==> config.mk <==
export PLATFORM = sky130hd
export DESIGN_NAME = srdq_ctrl
export DESIGN_NICKNAME = d
export VERILOG_FILES = /design/src/hw/rtl/srdq_pkg.sv /design/src/hw/rtl/srdq_ctrl.sv
export SDC_FILE = /design/constraint.sdc
export NUM_CORES = 1
export LEC_CHECK = 0
export BUFFER_PORTS_ARGS = -buffer_cell sky130_fd_sc_hd__buf_4
export CORE_UTILIZATION = 40
export DETAILED_ROUTE_END_ITERATION = 7
export GPL_ROUTABILITY_DRIVEN = 0
export PLACE_DENSITY_LB_ADDON = 0.12
export SYNTH_ARGS = -nofsm -noshare
export SYNTH_HDL_FRONTEND = slang
export SYNTH_SLANG_ARGS = --single-unit
==> constraint.sdc <==
create_clock -name clk -period 5.45 [get_ports clk]
set_input_delay 0 -clock clk [delete_from_list [all_inputs] [get_ports clk]]
set_output_delay 0 -clock clk [all_outputs]
set_load 0.02 [all_outputs]
==> src/hw/rtl/srdq_pkg.sv <==
// Package: constants, payload structs and controller/datapath interface types.
package srdq_pkg;
  localparam int PORT_COUNT  = 4;
  localparam int QUEUE_DEPTH = 8;
  localparam int PW = $clog2(PORT_COUNT);
  localparam int QW = $clog2(QUEUE_DEPTH);
  localparam int SW = PW + QW;
  localparam int SLOTS = PORT_COUNT * QUEUE_DEPTH;
  localparam int CW = $clog2(QUEUE_DEPTH + 1);
  localparam int ENTRY_W = 128;

  localparam logic [2:0] CFG_PORTS = 3'd0;
  localparam logic [2:0] CFG_NPE   = 3'd1;
  localparam logic [2:0] CFG_LIMIT = 3'd2;
  localparam logic [2:0] CFG_LAT   = 3'd3;
  localparam logic [2:0] CFG_MASK  = 3'd4;

  localparam logic [2:0] K_FWD      = 3'd0;
  localparam logic [2:0] K_QUEUED   = 3'd1;
  localparam logic [2:0] K_DROP_UR  = 3'd2;
  localparam logic [2:0] K_DROP_FUL = 3'd3;
  localparam logic [2:0] K_REL      = 3'd4;
  localparam logic [2:0] K_REL_DISC = 3'd5;
  localparam logic [2:0] K_TICK     = 3'd6;

  localparam logic CMD_SPIKE = 1'b0;
  localparam logic CMD_TICK  = 1'b1;

  typedef struct packed {
    logic        cmd;
    logic [31:0] dest_neuron;
    logic [31:0] node_hint;
    logic [31:0] spike_payload;
  } in_word_t;

  typedef struct packed {
    logic [2:0]  kind;
    logic [1:0]  port;
    logic [31:0] out_neuron;
    logic [31:0] out_node;
    logic [31:0] out_payload;
    logic [31:0] forwarded_total;
    logic [31:0] dropped_total;
    logic [3:0]  queue_peak;
    logic        last;
  } out_word_t;

  // controller -> datapath
  typedef struct packed {
    logic          load;       // capture input word
    logic          div_start;
    logic          spike_res;  // finish spike: emit its result
    logic          tick_inc;   // advance cycle count
    logic [PW-1:0] scan_port;
    logic          release_hd; // pop head and emit release
    logic          tick_done;  // emit tick done
  } ctl_t;

  // datapath -> controller
  typedef struct packed {
    logic div_busy;
    logic is_spike;
    logic head_ok;    // queue non-empty at scan_port and port active
    logic head_ready; // read head is ready (valid after read)
    logic out_full;
  } sts_t;
endpackage

==> src/hw/rtl/srdq_ctrl.sv <==
// Controller: sequences spike division and tick queue walk.
module srdq_ctrl import srdq_pkg::*; (
  input  logic clk,
  input  logic rst,
  input  logic in_valid,
  output logic in_ready,
  input  sts_t sts,
  output ctl_t ctl
);
  typedef enum logic [2:0] {
    S_IDLE, S_DIV, S_SPK, S_SCAN, S_READ, S_CHK, S_DONE
  } state_t;

  state_t        state;
  logic [PW:0]   port;

  assign in_ready = (state == S_IDLE);

  always_comb begin
    ctl = '0;
    ctl.scan_port = port[PW-1:0];
    ctl.load = in_valid && in_ready;
    ctl.div_start = (state == S_DIV) && !sts.div_busy && sts.is_spike && (port == '0);
    ctl.spike_res = (state == S_SPK) && !sts.out_full;
    ctl.tick_inc  = (state == S_SCAN) && (port == '1);
    ctl.release_hd = (state == S_CHK) && sts.head_ready && !sts.out_full;
    ctl.tick_done  = (state == S_DONE) && !sts.out_full;
  end

  always_ff @(posedge clk) begin
    if (rst) begin
      state <= S_IDLE;
      port  <= '0;
    end else begin
      unique case (state)
        S_IDLE: if (in_valid) begin
          state <= S_DIV;
          port  <= '0;
        end
        S_DIV: begin
          // port reused as a one-shot flag: 0 = start divider, 1 = wait
          if (!sts.is_spike) begin
            state <= S_SCAN;
            port  <= '1;
          end else if (port == '0) begin
            port <= {{PW{1'b0}}, 1'b1};
          end else if (!sts.div_busy) begin
            state <= S_SPK;
          end
        end
        S_SPK: if (!sts.out_full) begin
          state <= S_IDLE;
        end
        S_SCAN: begin
          // all-ones marks the cycle-count bump before the walk
          if (port == '1) begin
            port <= '0;
          end else if (32'(port) >= PORT_COUNT) begin
            state <= S_DONE;
          end else if (sts.head_ok) begin
            state <= S_READ;
          end else begin
            port <= port + (PW+1)'(1);
          end
        end
        S_READ: state <= S_CHK;
        S_CHK: begin
          if (!sts.head_ready) begin
            port  <= port + (PW+1)'(1);
            state <= S_SCAN;
          end else if (!sts.out_full) begin
            state <= S_SCAN;
          end
        end
        S_DONE: if (!sts.out_full) begin
          state <= S_IDLE;
        end
        default: state <= S_IDLE;
      endcase
    end
  end
endmodule

* Yosys cells after proc, flatten, opt, wreduce, memory -nomap -nowiden
Cells that the tools add are included.
** Storage, ports and cells
- Register bits :: 6
- Bits of input ports :: 8
- Word-level logic and storage cells :: 58
** Cells by class
- Add/sub/neg operators :: 1
- $lt $le $gt $ge :: 1
- Eq/ne operators :: 18
- Muxes and demuxes :: 19
- Reduce and logical (&&, ||, !) cells :: 17
** Operators by type and width (number)
- 2-to-1 mux 3 bit :: 17
- case mux 3 bit (6 select lines) :: 1
- equality test 3 bit, second input constant :: 4
- != test 3 bit, second input constant :: 4
- case mux 3 bit (4 select lines) :: 1
- logical AND 1 bit :: 9
- != test 3 x 2 -> 1 bit, second input constant :: 3
- != test 2 bit, second input constant :: 4
- AND reduction 7 bit :: 1
- equality test 3 x 2 -> 1 bit, second input constant :: 2
- zero test 3 bit :: 2
- AND reduction 6 bit :: 1
- nonzero test 4 bit :: 1
- adder 3 x 1 -> 3 bit, second input constant :: 1
- equality test 3 x 1 -> 1 bit, second input constant :: 1
- >= comparator 3 bit, second input constant :: 1
- zero test 1 bit :: 2
- OR reduction 2 bit :: 1

* Longest topological paths before layout
- Depth in word-level cells :: 5
- Depth in mapped cells :: 6

* Worst setup path after synthesis
OpenSTA, ideal clock, no wires.
- Kind :: register -> register
- Start point :: register port[0]
- End point :: register port[0]
- Library setup time :: 87 ps
- Arrival :: 1693 ps
- Data required time :: 5363 ps
- Path slack :: 3670 ps
- Stages on the path, launching flop included :: 7
- Path buffers :: 0
- Clock period less this slack :: 1780 ps
- Path through :: dfxtp_1 ha_1 ha_1 o21ba_1 a32o_1 or4_1 o31ai_1
** Between the ends
- Longest elaborated chain between the ends :: 5
- Elaborated cells between the ends (all ways) :: 13
- Classes of those cells :: add/sub: 1; order compare: 1; eq/ne: 4; mux: 5; reduce/logical: 2
** RTL lines
- start, declared :: RTL line srdq_ctrl.sv:15 : logic [PW:0] port;
- start signal, assigned :: RTL line srdq_ctrl.sv:46 : port <= {{PW{1'b0}}, 1'b1};
- start signal, assigned :: RTL line srdq_ctrl.sv:63 : port <= port + (PW+1)'(1);
- start signal, assigned :: RTL line srdq_ctrl.sv:69 : port <= port + (PW+1)'(1);
- adder 3 x 1 -> 3 bit :: RTL line srdq_ctrl.sv:63, srdq_ctrl.sv:69
- 2-to-1 mux 3 bit :: RTL line srdq_ctrl.sv:60 : end else if (sts.head_ok) begin
- 2-to-1 mux 3 bit :: RTL line srdq_ctrl.sv:58 : end else if (32'(port) >= PORT_COUNT) begin
- 2-to-1 mux 3 bit :: RTL line srdq_ctrl.sv:56 : if (port == '1) begin
- case mux 3 bit (4 select lines) :: RTL line srdq_ctrl.sv:35 : unique case (state)
Parallel ways exist; a longest one is shown, timed or not. The select of a mux whose other input is x is not followed.
A chain may end at the register's enable or synchronous reset.

* Worst setup path in the final report
- Start point :: register state[1]
- End point :: register port[0]
** Between the ends
- Longest elaborated chain between the ends :: 3
- Elaborated cells between the ends (all ways) :: 12
- Classes of those cells :: eq/ne: 8; mux: 1; reduce/logical: 3
** RTL lines
- start, declared :: RTL line srdq_ctrl.sv:14 : state_t state;
- start signal, assigned :: RTL line srdq_ctrl.sv:32 : state <= S_IDLE;
- start signal, assigned :: RTL line srdq_ctrl.sv:37 : state <= S_DIV;
- start signal, assigned :: RTL line srdq_ctrl.sv:43 : state <= S_SCAN;
- equality test 3 x 2 -> 1 bit (tied with other cells) :: RTL line srdq_ctrl.sv:35
- != test 3 bit (no source line) (tied with other cells)
- AND reduction 6 bit (no source line)
Parallel ways exist; a longest one is shown, timed or not.

==> results.sh <==
export IMPL_status="completed"
export IMPL_worst_ep_arrival_time_ns=2.14
export IMPL_via_count=574
export IMPL_seq_area_sq_um=120.1
export IMPL_use_met1_pct=28.96
export IMPL_drt_first_pass_iters=5
export IMPL_drc=0
export IMPL_dp_hpwl_um=992.9
export IMPL_ant_nets=0
export IMPL_grt_overflow_total=0
export IMPL_finalWirelength_um=1355
export IMPL_initial_core_util_pct=43.68
export IMPL_ir_worst_vdd_uv=138.1
export IMPL_cts_tree="done"
export IMPL_critPathMaxFanout=21
export IMPL_wire_per_inst_um=12.90
export IMPL_synth_edf_count=0
export IMPL_tns_ns=0
export IMPL_yosys_cell_types_count=37
export IMPL_gr_usage_met3_pct=6.667
export IMPL_clk_insertion_delay_late_ns=0.25
export IMPL_netlist_instances=76
export IMPL_crit_type="flip-flop to flip-flop"
export IMPL_p_leak_uw=0.0003211
export IMPL_period_share_pct=36.29
export IMPL_finalMaxSlewViolations=0
export IMPL_design_area_sq_um=714.4
export IMPL_syn_num_nets=87
export IMPL_rsz0062_at_grt="false"
export IMPL_tightest_slew_ns=0.5922
export IMPL_synth_seq_area_share_pct=20.87
export IMPL_reg2reg_from="state[1]"
export IMPL_finalNonFillerCells=105
export IMPL_dieArea_sq_um=1594
export IMPL_die_h_um=39.93
export IMPL_finalCriticalPeriod_ns=1.978
export IMPL_power_uw=155.7
export IMPL_nets=103
export IMPL_ios=17
export IMPL_antenna_found_initial=0
export IMPL_slew_limit_headroom_pct=60.46
export IMPL_clkSlewWorstSetupHoldPaths_ns=0.05
export IMPL_cts_htree_levels=1
export IMPL_port_buffers=16
export IMPL_crit_required_ns=5.62
export IMPL_power_density_nw_per_um2=217.9
export IMPL_skew_ns=0.006741
export IMPL_dp_cells=101
export IMPL_synthesis_area_sq_um=575.6
export IMPL_cap_violations=0
export IMPL_synth_ff_type="dfxtp_1"
export IMPL_core_area_sq_um=1318
export IMPL_fmax_mhz=505.6
export IMPL_rows=13
export IMPL_synthArstFlopShare_pct=0
export IMPL_grt_busiest_layer="met1"
export IMPL_hold_path_class="primary input to flip-flop"
export IMPL_fin_util_pct=54.23
export IMPL_hold_viol=0
export IMPL_hp_start="sts[0]"
export IMPL_area_growth_pct=24.13
export IMPL_multi_input_area_sq_um=404.1
export IMPL_cts_buffer_depth=2
export IMPL_cp_end_kind="flip-flop"
export IMPL_diodes=0
export IMPL_cts_root_buf="clkbuf_4"
export IMPL_drive_gt1_share_pct=21.11
export IMPL_grt_max_degree=22
export IMPL_synth_area_per_cell_sq_um=7.573
export IMPL_fillers=133
export IMPL_drtIter0Drc=24
export IMPL_cts_made_buffers=3
export IMPL_crit_start="state[1]"
export IMPL_dpl_cell_area_sq_um=681.9
export IMPL_postCtsSetupRepairBufs=0
export IMPL_grt_pass1_vias=495
export IMPL_avgViaCountPerCell=5.467
export IMPL_grt_pass1_wl_um=2145
export IMPL_grt_use_total_pct=20.92
export IMPL_die_w_um=39.93
export IMPL_yosysWarningCount=0
export IMPL_use_met2_pct=27.42
export IMPL_startpoint_type="flip-flop"
export IMPL_setup_viol=0
export IMPL_ys_ff_latch=6
export IMPL_cts_sinks=6
-- final timing paths --
check	cells past startpoint	slack, ns	endpoint
min reg2reg	2	0.54	port[1]
max reg2reg	4	3.47	port[0]
max	4	3.47	port[0]
min	4	0.13	state[1]
-- Yosys cell counts (2+ instances only) --
cell type  number  area share, %
a21oi_1         5            4.3
buf_2           2            1.7
buf_4           2            2.6
clkbuf_1        2            1.3
dfxtp_1         6             21
ha_1            3            6.5
inv_1           5            3.3
nand2_1         4            2.6
nand2b_1        5            5.4
nand3b_1        2            2.6
nor2_1          2            1.3
nor2b_1         5            5.4
nor3_1          4            3.5
o21ai_0         4            3.5
o21ai_1         2            1.7
o31ai_1         2            2.6
-- final cells by class --
class	count	share of cell area, %
clock buffer	3	3.152
inverter	5	2.627
multi-input combinational	59	56.57
sequential	6	16.81
tap	15	2.627
timing repair buffer	17	18.21
-- worst max-delay path, cell delays in order, from the launching register on --
cell and delay [ns]:
dfxtp_1 0.69, and4bb_1 0.31, a221o_1 0.33, or4_1 0.50
o31ai_1 0.07
-- flip-flops by register name, indices dropped and copies added (netlist names) --
signal / cells
state: 3
port: 3
-- power breakdown --
part	switching (uW)	internal (uW)	total, uW
Sequential	11.3	47.9	59.2
Clock	16.3	24.9	41.3
Combinational	27.8	27.4	55.2
-- cells by family (layout without fill, tap and decap cells) --
logic type	Yosys count	in the layout	synth area share [%]
and+or+nand+nor	32	32	34.13
AOI/OAI and AO/OA	23	23	27.83
buffers and inverters	11	25	8.913
DFF	6	6	20.87
adders and majority gates	3	3	6.522
muxes	1	1	1.739
-- layout by cell type, fill, tap and decap left out, types with 4 or more instances in the layout --
cell type	netlist	routed
buf_4	2	16
dfxtp_1	6	6
inv_1	5	5
nor2b_1	5	5
nand2b_1	5	5
a21oi_1	5	5
nor3_1	4	4
nand2_1	4	4
o21ai_0	4	4
-- metal layers --
metal | wire, um | vias to the layer above
met3 | 79 | 6
met2 | 540 | 17
li1 | - | 304
met5 | 0 | -
met4 | 44 | 0
met1 | 690 | 247
-- through the flow --
step                      setup WS [ns]  hold slack, ns
after global routing              3.367          0.1403
after CTS                         3.488          0.1161
after global placement            3.539          0.2234
final                             3.472          0.1263
after detailed placement          3.489          0.2246
after floorplan                   3.670         0.06907
-- repair_timing --
item                                   CTS  global route
hold buffers                             1             0
endpoints found under the hold margin    4             0
gates resized for setup                  0             0
Power figures use the tool's default switching activity.
